<file path="src/hw/rtl/adsf_pkg.sv">
// ----------------------------------------------------------------------------
// adsf_pkg
// Types, register codes and fixed-point helpers shared by the
// advection-diffusion stencil step block.
// ----------------------------------------------------------------------------
package adsf_pkg;

	localparam int ADDR_W = 4;

	localparam logic signed [35:0] SAT_MAX = 36'sd2147483647;
	localparam logic signed [35:0] SAT_MIN = -36'sd2147483648;
	localparam logic signed [63:0] PROD_MAX = 64'sd2147483647;
	localparam logic signed [63:0] PROD_MIN = -64'sd2147483648;
	localparam logic signed [63:0] ROUND_HALF = 64'sd32768;

	typedef enum logic [1:0] {
		REG_DIFFUSION_GAIN = 2'd0,
		REG_STEP_GAIN      = 2'd1,
		REG_FLUX_SLOPE     = 2'd2,
		REG_FLUX_OFFSET    = 2'd3
	} reg_idx_t;

	typedef struct packed {
		logic signed [31:0] density;
		logic signed [31:0] flux;
		logic               is_last;
	} item_t;

	typedef struct packed {
		logic signed [31:0] new_density;
		logic               row_end;
	} result_t;

	typedef struct packed {
		logic signed [31:0] diffusion_gain;
		logic signed [31:0] step_gain;
		logic signed [31:0] flux_slope;
		logic signed [31:0] flux_offset;
	} cfg_t;

	typedef struct packed {
		logic signed [31:0] rm;
		logic signed [31:0] rj;
		logic signed [31:0] rp;
		logic signed [31:0] wm;
		logic signed [31:0] wj;
		logic signed [31:0] wp;
		logic               row_end;
	} job_t;

	function automatic logic signed [35:0] ext36(input logic signed [31:0] v);
		return {{4{v[31]}}, v};
	endfunction

	function automatic logic signed [31:0] sat32(input logic signed [35:0] v);
		logic signed [31:0] r;
		if (v > SAT_MAX) begin
			r = 32'sh7FFFFFFF;
		end else if (v < SAT_MIN) begin
			r = 32'sh80000000;
		end else begin
			r = v[31:0];
		end
		return r;
	endfunction

	// round to nearest (half up), drop 16 fraction bits, saturate
	function automatic logic signed [31:0] qround(input logic signed [63:0] p);
		logic signed [63:0] s;
		logic signed [31:0] r;
		s = (p + ROUND_HALF) >>> 16;
		if (s > PROD_MAX) begin
			r = 32'sh7FFFFFFF;
		end else if (s < PROD_MIN) begin
			r = 32'sh80000000;
		end else begin
			r = s[31:0];
		end
		return r;
	endfunction

endpackage

</file>
<file path="src/hw/rtl/advection_diffusion_stencil_step.sv">
// ----------------------------------------------------------------------------
// advection_diffusion_stencil_step
// Streaming explicit advection-diffusion update over one row of grid points.
// ----------------------------------------------------------------------------
// Usage:
//   item channel   : one grid point per transaction (density, flux, is_last).
//   result channel : one updated density per transaction, row_end on the
//                    last point of a row.
//   APB port       : four 32-bit gain registers at byte addresses 0,4,8,12;
//                    write them only while the block is idle.
// A point's result is produced once its right neighbor arrives; the point
// marked is_last yields two results (its left neighbor's and its own), or
// one if it is alone in its row. In the back end each result takes a load
// in S_IDLE and nine sequencer steps (S_MA to S_MI) around seven multiplies
// through one shared 32x32 multiplier; result_valid is registered as the
// sequencer leaves S_MI. A new job is taken only in S_IDLE, so a two-entry
// job queue lets the front accept points while the back end computes.
// Reset clears the window, the queue, the sequencer and sets the registers
// to their defaults (flux slope 1.0, others 0).
// A stalled result holds in the output register; the back end waits, the
// queue fills, and then item_ready drops.
// ----------------------------------------------------------------------------
module advection_diffusion_stencil_step (
	input  logic                            clk,
	input  logic                            arst_n,
	input  logic                            item_valid,
	output logic                            item_ready,
	input  adsf_pkg::item_t                 item,
	output logic                            result_valid,
	input  logic                            result_ready,
	output adsf_pkg::result_t               result,
	input  logic                            psel,
	input  logic                            penable,
	input  logic                            pwrite,
	input  logic [adsf_pkg::ADDR_W-1:0]     paddr,
	input  logic [31:0]                     pwdata,
	output logic [31:0]                     prdata,
	output logic                            pready
);
	import adsf_pkg::*;

	cfg_t     cfg_q;
	reg_idx_t reg_idx;
	logic     push_valid, push_ready, pop_valid, pop_ready;
	job_t     push_data, pop_data;

	assign pready  = 1'b1;
	assign reg_idx = reg_idx_t'(paddr[3:2]);

	always_ff @(posedge clk or negedge arst_n) begin
		if (!arst_n) begin
			cfg_q.diffusion_gain <= '0;
			cfg_q.step_gain      <= '0;
			cfg_q.flux_slope     <= 32'sd65536;
			cfg_q.flux_offset    <= '0;
		end else if (psel && penable && pwrite && pready) begin
			unique case (reg_idx)
				REG_DIFFUSION_GAIN: cfg_q.diffusion_gain <= pwdata;
				REG_STEP_GAIN:      cfg_q.step_gain      <= pwdata;
				REG_FLUX_SLOPE:     cfg_q.flux_slope     <= pwdata;
				REG_FLUX_OFFSET:    cfg_q.flux_offset    <= pwdata;
				default: begin
				end
			endcase
		end
	end

	always_comb begin
		unique case (reg_idx)
			REG_DIFFUSION_GAIN: prdata = cfg_q.diffusion_gain;
			REG_STEP_GAIN:      prdata = cfg_q.step_gain;
			REG_FLUX_SLOPE:     prdata = cfg_q.flux_slope;
			REG_FLUX_OFFSET:    prdata = cfg_q.flux_offset;
			default:            prdata = '0;
		endcase
	end

	adsf_front u_front (
		.clk        (clk),
		.arst_n     (arst_n),
		.item_valid (item_valid),
		.item_ready (item_ready),
		.item       (item),
		.push_valid (push_valid),
		.push_ready (push_ready),
		.push_data  (push_data)
	);

	adsf_queue u_queue (
		.clk        (clk),
		.arst_n     (arst_n),
		.push_valid (push_valid),
		.push_ready (push_ready),
		.push_data  (push_data),
		.pop_valid  (pop_valid),
		.pop_ready  (pop_ready),
		.pop_data   (pop_data)
	);

	adsf_back u_back (
		.clk          (clk),
		.arst_n       (arst_n),
		.cfg          (cfg_q),
		.pop_valid    (pop_valid),
		.pop_ready    (pop_ready),
		.pop_data     (pop_data),
		.result_valid (result_valid),
		.result_ready (result_ready),
		.result       (result)
	);

	a_push_held: assert property (@(posedge clk) disable iff (!arst_n)
		(push_valid && !push_ready) |=> (push_valid && $stable(push_data)))
		else $error("waiting job dropped or changed");

	a_back_starts: assert property (@(posedge clk) disable iff (!arst_n)
		(pop_valid && pop_ready) |=> !pop_ready)
		else $error("back end did not start on popped job");

	a_last_blocks: assert property (@(posedge clk) disable iff (!arst_n)
		(item_valid && item_ready && item.is_last && push_valid && !push_data.row_end)
		|=> !item_ready)
		else $error("second job of row end not held");

endmodule

</file>
<file path="src/hw/rtl/adsf_front.sv">
// ----------------------------------------------------------------------------
// adsf_front
// Takes grid points, keeps the neighbor window and turns each point into
// zero, one or two stencil jobs for the back end.
// ----------------------------------------------------------------------------
module adsf_front (
	input  logic           clk,
	input  logic           arst_n,
	input  logic           item_valid,
	output logic           item_ready,
	input  adsf_pkg::item_t item,
	output logic           push_valid,
	input  logic           push_ready,
	output adsf_pkg::job_t push_data
);
	import adsf_pkg::*;

	logic signed [31:0] dens0_q, dens1_q, flux0_q, flux1_q;
	logic               have_q;
	logic               pend_q;
	job_t               pend_job_q;
	job_t               mid_job, end_job, lone_job;
	logic               acc;

	assign item_ready = !pend_q && push_ready;
	assign acc        = item_valid && item_ready;

	always_comb begin
		mid_job  = '{rm: dens0_q, rj: dens1_q, rp: item.density,
		             wm: flux0_q, wj: flux1_q, wp: item.flux, row_end: 1'b0};
		end_job  = '{rm: dens1_q, rj: item.density, rp: '0,
		             wm: flux1_q, wj: item.flux, wp: '0, row_end: 1'b1};
		lone_job = '{rm: '0, rj: item.density, rp: '0,
		             wm: '0, wj: item.flux, wp: '0, row_end: 1'b1};
	end

	always_comb begin
		push_valid = 1'b0;
		push_data  = mid_job;
		if (pend_q) begin
			push_valid = 1'b1;
			push_data  = pend_job_q;
		end else if (acc && have_q) begin
			push_valid = 1'b1;
			push_data  = mid_job;
		end else if (acc && item.is_last) begin
			push_valid = 1'b1;
			push_data  = lone_job;
		end
	end

	always_ff @(posedge clk or negedge arst_n) begin
		if (!arst_n) begin
			have_q  <= 1'b0;
			pend_q  <= 1'b0;
			dens0_q <= '0;
			dens1_q <= '0;
			flux0_q <= '0;
			flux1_q <= '0;
		end else begin
			if (pend_q && push_ready) begin
				pend_q <= 1'b0;
			end
			if (acc) begin
				if (item.is_last) begin
					have_q  <= 1'b0;
					dens0_q <= '0;
					dens1_q <= '0;
					flux0_q <= '0;
					flux1_q <= '0;
					pend_q  <= have_q;
				end else begin
					have_q  <= 1'b1;
					dens0_q <= have_q ? dens1_q : '0;
					flux0_q <= have_q ? flux1_q : '0;
					dens1_q <= item.density;
					flux1_q <= item.flux;
				end
			end
		end
	end

	always_ff @(posedge clk) begin
		if (acc && item.is_last) begin
			pend_job_q <= end_job;
		end
	end

endmodule

</file>
<file path="src/hw/rtl/adsf_queue.sv">
// ----------------------------------------------------------------------------
// adsf_queue
// Two-entry job queue between the front end and the arithmetic back end.
// ----------------------------------------------------------------------------
module adsf_queue (
	input  logic           clk,
	input  logic           arst_n,
	input  logic           push_valid,
	output logic           push_ready,
	input  adsf_pkg::job_t push_data,
	output logic           pop_valid,
	input  logic           pop_ready,
	output adsf_pkg::job_t pop_data
);
	import adsf_pkg::*;

	job_t       slot_q [2];
	logic       wr_ptr_q, rd_ptr_q;
	logic [1:0] count_q;
	logic       do_push, do_pop;

	assign push_ready = (count_q != 2'd2);
	assign pop_valid  = (count_q != 2'd0);
	assign pop_data   = slot_q[rd_ptr_q];
	assign do_push    = push_valid && push_ready;
	assign do_pop     = pop_valid && pop_ready;

	always_ff @(posedge clk or negedge arst_n) begin
		if (!arst_n) begin
			wr_ptr_q <= 1'b0;
			rd_ptr_q <= 1'b0;
			count_q  <= '0;
		end else begin
			if (do_push) begin
				wr_ptr_q <= !wr_ptr_q;
			end
			if (do_pop) begin
				rd_ptr_q <= !rd_ptr_q;
			end
			if (do_push && !do_pop) begin
				count_q <= count_q + 2'd1;
			end else if (do_pop && !do_push) begin
				count_q <= count_q - 2'd1;
			end
		end
	end

	always_ff @(posedge clk) begin
		if (do_push) begin
			slot_q[wr_ptr_q] <= push_data;
		end
	end

endmodule

</file>
<file path="src/hw/rtl/adsf_back.sv">
// ----------------------------------------------------------------------------
// adsf_back
// Evaluates one stencil job with a single shared 32x32 multiplier stepped
// by a sequencer, and holds the result in an output register.
// ----------------------------------------------------------------------------
module adsf_back (
	input  logic             clk,
	input  logic             arst_n,
	input  adsf_pkg::cfg_t   cfg,
	input  logic             pop_valid,
	output logic             pop_ready,
	input  adsf_pkg::job_t   pop_data,
	output logic             result_valid,
	input  logic             result_ready,
	output adsf_pkg::result_t result
);
	import adsf_pkg::*;

	typedef enum logic [9:0] {
		S_IDLE = 10'b0000000001,
		S_MA   = 10'b0000000010,
		S_MB   = 10'b0000000100,
		S_MC   = 10'b0000001000,
		S_MD   = 10'b0000010000,
		S_ME   = 10'b0000100000,
		S_MF   = 10'b0001000000,
		S_MG   = 10'b0010000000,
		S_MH   = 10'b0100000000,
		S_MI   = 10'b1000000000
	} back_state_t;

	back_state_t        state_q;
	job_t               job_q;
	logic signed [31:0] lap_q, dw_q, krp_q, krm_q, krj_q, dk_q, t1_q, t2_q, inner_q;
	logic signed [63:0] prod_q;
	logic signed [31:0] mul_a, mul_b, qv;
	logic               result_valid_q;
	result_t            result_q;
	logic               out_free;

	assign pop_ready    = (state_q == S_IDLE);
	assign qv           = qround(prod_q);
	assign out_free     = !result_valid_q || result_ready;
	assign result_valid = result_valid_q;
	assign result       = result_q;

	always_comb begin
		unique case (state_q)
			S_MA: begin
				mul_a = cfg.flux_slope;
				mul_b = job_q.rp;
			end
			S_MB: begin
				mul_a = cfg.flux_slope;
				mul_b = job_q.rm;
			end
			S_MC: begin
				mul_a = cfg.flux_slope;
				mul_b = job_q.rj;
			end
			S_MD: begin
				mul_a = cfg.diffusion_gain;
				mul_b = lap_q;
			end
			S_ME: begin
				mul_a = krj_q;
				mul_b = dw_q;
			end
			S_MF: begin
				mul_a = job_q.wj;
				mul_b = dk_q;
			end
			default: begin
				mul_a = cfg.step_gain;
				mul_b = inner_q;
			end
		endcase
	end

	always_ff @(posedge clk or negedge arst_n) begin
		if (!arst_n) begin
			state_q        <= S_IDLE;
			result_valid_q <= 1'b0;
		end else begin
			if (state_q == S_MI && out_free) begin
				result_valid_q <= 1'b1;
			end else if (result_valid_q && result_ready) begin
				result_valid_q <= 1'b0;
			end
			unique case (state_q)
				S_IDLE: begin
					if (pop_valid) begin
						state_q <= S_MA;
					end
				end
				S_MA: state_q <= S_MB;
				S_MB: state_q <= S_MC;
				S_MC: state_q <= S_MD;
				S_MD: state_q <= S_ME;
				S_ME: state_q <= S_MF;
				S_MF: state_q <= S_MG;
				S_MG: state_q <= S_MH;
				S_MH: state_q <= S_MI;
				S_MI: begin
					if (out_free) begin
						state_q <= S_IDLE;
					end
				end
				default: state_q <= S_IDLE;
			endcase
		end
	end

	always_ff @(posedge clk) begin
		prod_q <= mul_a * mul_b;
		unique case (state_q)
			S_IDLE: begin
				job_q <= pop_data;
				lap_q <= sat32(ext36(pop_data.rm) - (ext36(pop_data.rj) <<< 1)
				               + ext36(pop_data.rp));
				dw_q  <= sat32(ext36(pop_data.wp) - ext36(pop_data.wm));
			end
			S_MB: krp_q <= sat32(ext36(qv) + ext36(cfg.flux_offset));
			S_MC: krm_q <= sat32(ext36(qv) + ext36(cfg.flux_offset));
			S_MD: begin
				krj_q <= sat32(ext36(qv) + ext36(cfg.flux_offset));
				dk_q  <= sat32(ext36(krp_q) - ext36(krm_q));
			end
			S_ME: t1_q <= qv;
			S_MF: t2_q <= qv;
			S_MG: inner_q <= sat32(ext36(t1_q) - ext36(t2_q) - ext36(qv));
			S_MI: begin
				if (out_free) begin
					result_q.new_density <= sat32(ext36(job_q.rj) + ext36(qv));
					result_q.row_end     <= job_q.row_end;
				end
			end
			default: begin
			end
		endcase
	end

endmodule
</file>
<file path="config.mk">
export PLATFORM = sky130hd
export DESIGN_NAME = advection_diffusion_stencil_step
export DESIGN_NICKNAME = d
export VERILOG_FILES = /design/src/hw/rtl/adsf_pkg.sv /design/src/hw/rtl/advection_diffusion_stencil_step.sv /design/src/hw/rtl/adsf_front.sv /design/src/hw/rtl/adsf_queue.sv /design/src/hw/rtl/adsf_back.sv
export SDC_FILE = /design/constraint.sdc
export NUM_CORES = 2
export LEC_CHECK = 0
export BUFFER_PORTS_ARGS = -buffer_cell sky130_fd_sc_hd__clkbuf_2
export CORE_MARGIN = 4
export CORE_UTILIZATION = 35
export CTS_CLUSTER_SIZE = 40
export DETAILED_ROUTE_END_ITERATION = 12
export GPL_TIMING_DRIVEN = 0
export SYNTH_ARGS = -nofsm -noshare
export SYNTH_HDL_FRONTEND = slang
export SYNTH_SLANG_ARGS = --single-unit
</file>
<file path="constraint.sdc">
create_clock -name clk -period 23.6 [get_ports clk]
set_input_delay 4.72 -clock clk [delete_from_list [all_inputs] [get_ports clk]]
set_output_delay 4.72 -clock clk [all_outputs]
set_load 0.01 [all_outputs]
</file>
======== Word level (Yosys, flattened, before mapping) ========
Memories as Yosys holds them, arrays and structs flattened.
Cells that the tools add are included.
word-level totals
  bits in registers ....................... 915
  memory bits (writable) .................. 386
  input port bits ......................... 108
  output and inout port bits .............. 68
  memories ................................ 1
memories
  memory          words  bits a word  read ports  clocked after Yosys merged registers in  write ports  line              RTL
  u_queue.slot_q  2      193          1           0                                        1            adsf_queue.sv:17  job_t slot_q [2];
operators by class
  $add $sub $neg .......................... 11
  multiply operators ...................... 1
  order comparisons ....................... 14
  equality and inequality tests ........... 16
  muxes and demuxes ....................... 37
  reduce and logical (&&, ||, !) cells .... 31
operator list
  operator                                                       number
  two-way mux 193 bit                                            3
  two-way mux 32 bit                                             15
  one-hot mux 32 bit (4 select lines)                            2
  > comparator 36 x 32 -> 1 bit (second input constant)          6
  less-than comparator 36 x 32 -> 1 bit (second input constant)  6
  one-hot mux 32 bit (6 select lines)                            1
  one-hot mux 10 bit (10 select lines)                           1
  subtractor 32 x 32 -> 33 bit                                   3
  adder 32 x 32 -> 33 bit                                        2
  adder 64 x 17 -> 64 bit (second input constant)                1
  multiplier 32 x 32 -> 64 bit                                   1
  > comparator 48 x 32 -> 1 bit (second input constant)          1
  less-than comparator 48 x 32 -> 1 bit (second input constant)  1
  adder 34 x 32 -> 35 bit                                        1
  subtractor 32 x 33 -> 34 bit                                   1
  subtractor 33 x 32 -> 34 bit                                   1
  two-way mux 10 bit                                             2
  logical AND 1 bit                                              13
  AND reduction 2 bit                                            6
  two-way mux 1 bit                                              11
  equality test 10 x 1 -> 1 bit (second input constant)          1
  equality test 10 bit (second input constant)                   1
  equality test 10 x 2 -> 1 bit (second input constant)          1
  equality test 10 x 3 -> 1 bit (second input constant)          1
  other kinds (18)                                               28

======== Logic depth before layout (Yosys ltp) ========
  depth after elaboration ................. 12
  depth in mapped cells ................... 40

======== By module ========
A second synthesis with hierarchy kept.
second synthesis, totals
  cells, all modules ...................... 8,999
  area, all modules ....................... 99,157.6 um^2
modules (own cells, without submodules)
  module                            times used  cells each  area an instance (um^2)  sequential area each (um^2)
  adsf_back                         1           6,991       67,277.0                 14,770.4
  adsf_queue                        1           619         14,791.7                 11,691.2
  adsf_front                        1           1,070       11,428.5                 7,096.8
  advection_diffusion_stencil_step  1           319         5,660.4                  3,204.3

======== Least setup slack after synthesis ========
No wires, ideal clock.
  path kind ............................... register to register
  start point ............................. reg u_back.state_q[1]
  end point ............................... reg u_queue.count_q[1]
  arrival time ............................ 15,523 ps
  data required time ...................... 23,521 ps
  setup slack ............................. 7,997 ps
  cell stages (with the launch flop) ...... 8
  clock period less this slack ............ 15,603 ps
  cells stage by stage .................... dfrtp_1 -> or3_1 -> nor3_1 -> o21a_1 -> inv_1 -> ha_1 -> nor2_1 -> xor2_1
between the ends
  cells in the longest elaborated chain, start to end .. 5
  elaborated cells on any way between the ends .. 7
  classes of those cells .................. eq/ne (1); mux (1); reduce/logical (5)
ends and longest elaborated chain
  what                                                            line              RTL
  from (decl)                                                     adsf_back.sv:32   back_state_t state_q;
  from (signal assigned)                                          adsf_back.sv:82   state_q <= S_IDLE;
  from (signal assigned)                                          adsf_back.sv:93   state_q <= S_MA;
  from (signal assigned)                                          adsf_back.sv:96   S_MA: state_q <= S_MB;
  equality test 10 x 1 -> 1 bit *                                 adsf_back.sv:41   assign pop_ready = (state_q == S_IDLE);
  logical AND 1 bit *                                             adsf_queue.sv:26  assign do_pop = pop_valid && pop_ready;
  logical NOT 1 bit                                               adsf_queue.sv:40  if (do_push && !do_pop) begin
  logical AND 1 bit                                               adsf_queue.sv:40
  two-way mux 2 bit / nonzero test 2 bit (equally long branches)  --
  to (signal assigned)                                            adsf_queue.sv:41  count_q <= count_q + 2'd1;
  to (signal assigned)                                            adsf_queue.sv:43  count_q <= count_q - 2'd1;
  to (decl)                                                       adsf_queue.sv:19  logic [1:0] count_q;
Mark *: on every way between the ends. The rest lies on a longest branch, timed or not.
A chain may end at the register's enable or synchronous reset.

======== Worst setup path in the final report ========
  start point ............................. reg u_back.state_q[7]
  end point ............................... reg u_back.prod_q[56]
between the ends
  cells in the longest elaborated chain, start to end .. 4
  elaborated cells on any way between the ends .. 10
  classes of those cells .................. mul (1); eq/ne (6); mux (2); reduce/logical (1)
ends and longest elaborated chain
  what                                                   line              RTL
  equality test 10 x 2 -> 1 bit (tied with other cells)  adsf_back.sv:48   unique case (state_q)
  OR reduction 3 bit (no source line)                    --
  one-hot mux 32 bit (4 select lines)                    adsf_back.sv:48
  multiplier 32 x 32 -> 64 bit *                         adsf_back.sv:115  prod_q <= mul_a * mul_b;
  to (signal assigned)                                   adsf_back.sv:115
  to (decl)                                              adsf_back.sv:35   logic signed [63:0] prod_q;
Marked as above.

==> results.py <==
metrics = {
    "floorplanning": {
        "die-area_um2": 287000,
        "start_util": 0.352,
        "fp.coreArea_um2": 277000,
        "rows": 193,
        "die_x_um": 535,
        "num_io_pins": 176,
        "die_h_um": 535,
    },
    "worst_hold_path": {
        "min_delay_path_depth": 0,
        "holdCritStartpoint": "u_back.job_q[0]$_DFFE_PP_",
        "whs_endpoint": "u_back.result[0]$_DFFE_PP_",
        "min_path_type": "reg -> reg",
    },
    "synthesis": {
        "netlist_instances": 8903,
        "synth-compound-area-share": 0.0857,
        "postSynthAreaPerCell_um2": 10.9,
        "synthFlopType": "edfxtp_1",
        "syn_nets": 10500,
        "ys_types": 100,
        "synth_warnings": 0,
        "synth_top_family_by_area": "adder cells",
        "synth_seq_cells": 1286,
        "ys_seq_area_frac": 0.378,
        "muxShareOfSynthArea": 0.0502,
        "synth_adder_area_share": 0.289,
        "synth-simple-area-share": 0.103,
        "synth_xor_xnor_area_share": 0.0240,
        "netlist_area_um2": 97400,
        "synth-edff-count": 964,
        "async_flop_share": 0.212,
    },
    "setup_path": {
        "worst_r2r_endpoint": "u_back.prod_q[56]$_DFF_P_",
        "endpoint_kind": "flip-flop",
        "start_kind": "flip-flop",
        "crit_fanout": 10,
        "r2r_start": "u_back.state_q[7]$_DFFE_PN0P_",
        "rrSetupSlack_ns": 8.95,
        "reg2reg_depth": 35,
        "slowest_stage": "clkbuf_1",
        "worstPathArrival_ns": 15.31,
        "crit_type": "reg -> reg",
        "crit_path_frequent_cell": "fa_1",
        "slowest_delay_ns": 0.87,
        "cp.required_ns": 24.26,
    },
    "layout": {
        "drive_gt1_frac": 0.0896,
        "area_growth_pct": 11.3,
        "multi_input_area_um2": 53900,
        "seq_area_um2": 36800,
        "final_nets": 10900,
        "nFillCells": 27100,
    },
    "detailed_routing": {
        "routed_wl_mm": 361,
        "vias_per_cell": 5.36,
        "vias": 70200,
        "dr.pass1.iters": 10,
        "drt_iter0_drc": 7078,
        "avgRoutedWirePerCell_um": 27.6,
        "postRouteAntennaNets": 0,
        "drcViolationCount": 0,
    },
    "cts": {
        "clk_latency_ns": 0.80,
        "cts_buffers": 132,
        "cts_max_path_buffers": 3,
        "post_cts_buffers": 0,
        "h-tree-depth": 4,
        "cts_root_buf": "clkbuf_16",
        "clkTransAtPathRegs_ns": 0.06,
        "cts.sinks": 1286,
        "cts_tree": "built",
        "cts-resized-gates": 0,
        "postCtsHoldBufs": 0,
    },
    "timing": {
        "hold_viol": 0,
        "setup_viol": 0,
        "worst_pin_slew_ns": 1.60,
        "final-max-slew-violation-count": 11,
        "tns_ns": 0,
        "finClkSkew_ns": 0.0466,
        "min_period_ns": 14.65,
        "rsz0062_at_grt": "false",
        "clock.fmax_mhz": 68.3,
        "post-route-period-util": 0.621,
        "slew_headroom": -0.0643,
    },
    "global_routing": {
        "first_global_vias": 72200,
        "met1_usage": 0.315,
        "use_met2": 0.400,
        "track_usage": 0.251,
        "grt_util_met3": 0.0498,
        "antenna_found_initial": 31,
        "grt_start_max_net_pins": 106,
        "grt_pass1_wl_mm": 516,
        "busiest_layer": "met2",
        "overflow": 0,
    },
    "placed_design": {
        "numPortBuffers": 170,
        "gp_congestion": 1.02,
        "place_hpwl_mm": 297,
    },
    "status": {
        "violations": "capacitance limit, slew limit",
        "status": "complete, but fails checks",
    },
    "flow_run": {
        "maxCapViolCount": 1,
    },
}
-- worst max-delay path: cells and delay by family, from the launching register on --
| family | cells | cell delay, ns |
|---|---|---|
| buffers and inverters | 11 | 4.01 |
| XOR/XNOR | 1 | 0.23 |
| AO/OA/AOI/OAI | 4 | 1.92 |
| AND/OR/NAND/NOR | 10 | 3.54 |
| adder cells (fa/ha/maj) | 9 | 4.29 |
| flip-flops | 1 | 0.45 |
-- placed cells by master, fill, tap and decap left out, types with 30 or more instances in the layout --
master     netlist  layout
nor2_1         639     637
mux2i_1        161     161
o21a_1          37      37
nor3_1          43      42
nand2_1       1066    1066
o21bai_1        67      67
o21ai_0        417     394
xor2_1         123     123
and4_1          40      40
clkbuf_16        0     135
nand3_1         90      90
clkbuf_2         1     171
a31oi_1         34      34
a22o_1          66      66
mux2_2         227     227
xnor2_1        144     143
and2_1          35      34
ha_1           379     379
buf_1           32      31
a22oi_1         30      30
nand2b_1        53      53
mux4_2          32      32
dfrtp_1        271     271
edfxtp_1       964     964
dfxtp_1         49      49
a21o_1         113     113
a222oi_1        60      60
a21oi_1        287     284
nor2b_1         40      39
and3_1         116     116
fa_1          1149    1148
clkbuf_1       350     378
nand4_1         65      65
buf_2           41      42
inv_1         1357    1357
-- worst max path at each step --
stage                     cells past startpoint                        endpoint                          start
after floorplan                               7  u_queue.count_q[1]$_DFFE_PN0P_  u_back.state_q[1]$_DFFE_PN0P_
after global placement                        8  u_queue.count_q[1]$_DFFE_PN0P_  u_back.state_q[1]$_DFFE_PN0P_
after detailed placement                     35       u_back.prod_q[56]$_DFF_P_  u_back.state_q[7]$_DFFE_PN0P_
after CTS                                    35       u_back.prod_q[56]$_DFF_P_  u_back.state_q[7]$_DFFE_PN0P_
after global routing                         38       u_back.prod_q[53]$_DFF_P_  u_back.state_q[7]$_DFFE_PN0P_
final                                        35       u_back.prod_q[56]$_DFF_P_  u_back.state_q[7]$_DFFE_PN0P_
-- metrics by stage --
| step | util | std cells | hold WS (ns) | setup slack, ns | area [µm²] |
|---|---|---|---|---|---|
| after floorplan | - | 8903 | 0.400 | 8.00 | 97400 |
| after global routing | 0.391 | 13100 | 0.444 | 8.94 | 108000 |
| final | 0.392 | 13100 | 0.419 | 8.95 | 108000 |
| after global placement | 0.372 | 12800 | 0.409 | 2.36 | 103000 |
| after detailed placement | 0.375 | 12800 | 0.418 | 9.30 | 104000 |
| after CTS | 0.391 | 13100 | 0.421 | 9.24 | 108000 |
-- synthesized netlist by cell type, drive strengths merged, types with 37 or more instances --
| cell type | number | share of area |
|---|---|---|
| inv | 1358 | 0.052 |
| o21ai | 426 | 0.022 |
| dfxtp | 49 | 0.010 |
| a22o | 66 | 0.0059 |
| xor2 | 123 | 0.011 |
| maj3 | 38 | 0.0043 |
| nand2b | 53 | 0.0034 |
| buf | 79 | 0.0039 |
| mux2 | 227 | 0.026 |
| a21o | 113 | 0.0087 |
| dfrtp | 271 | 0.070 |
| clkbuf | 351 | 0.014 |
| fa | 1149 | 0.24 |
| edfxtp | 964 | 0.30 |
| a21oi | 288 | 0.015 |
| nand2 | 1066 | 0.041 |
| nor2 | 639 | 0.025 |
| nor2b | 40 | 0.0026 |
| nor3 | 44 | 0.0023 |
| nand3 | 90 | 0.0046 |
| a222oi | 60 | 0.0062 |
| mux2i | 161 | 0.017 |
| nand4 | 66 | 0.0043 |
| xnor2 | 144 | 0.013 |
| and4 | 40 | 0.0036 |
| ha | 379 | 0.049 |
| o21a | 37 | 0.0029 |
| o21bai | 67 | 0.0052 |
| and3 | 116 | 0.0075 |
-- registers in the layout, indices dropped and copies added, names as in the netlist, 2 cells and up --
name	count
u_front.flux0_q	32
u_back.inner_q	32
u_front.pend_job_q	128
cfg_q	128
u_queue.slot_q	386
u_back.job_q	129
u_back.prod_q	49
u_back.krj_q	32
u_back.dk_q	32
u_back.t2_q	32
u_queue.count_q	2
u_front.flux1_q	32
u_back.t1_q	32
u_back.krp_q	32
u_back.dw_q	32
u_back.krm_q	32
u_back.result	33
u_front.dens0_q	32
u_back.lap_q	32
u_back.state_q	10
u_front.dens1_q	32
-- cell type report --
class	count	share of cell area
Tap cell	3705	0.0428
Sequential cell	1286	0.339
Antenna cell	19	0.000439
Clock inverter	68	0.00790
Inverter	1358	0.0470
Multi-Input combinational cell	5829	0.497
Clock buffer	171	0.0331
Timing Repair Buffer	232	0.0163
Buffer	430	0.0157
-- logic make-up after synthesis --
family	after synthesis
other	1
adder cells (fa/ha/maj)	1566
buffers and inverters	1788
flip-flops	1286
AO/OA/AOI/OAI	1294
XOR/XNOR	267
multiplexers	420
AND/OR/NAND/NOR	2281
-- layer usage --
layer | up-vias | share of wire
met4 | 2 | 0.073
met5 | - | 0.00011
li1 | 30300 | -
met3 | 734 | 0.081
met1 | 35900 | 0.39
met2 | 3239 | 0.46
Power is left out: the tool's default activity adds up to more than one toggle a clock period on the data nets, which glitch-free logic cannot reach.
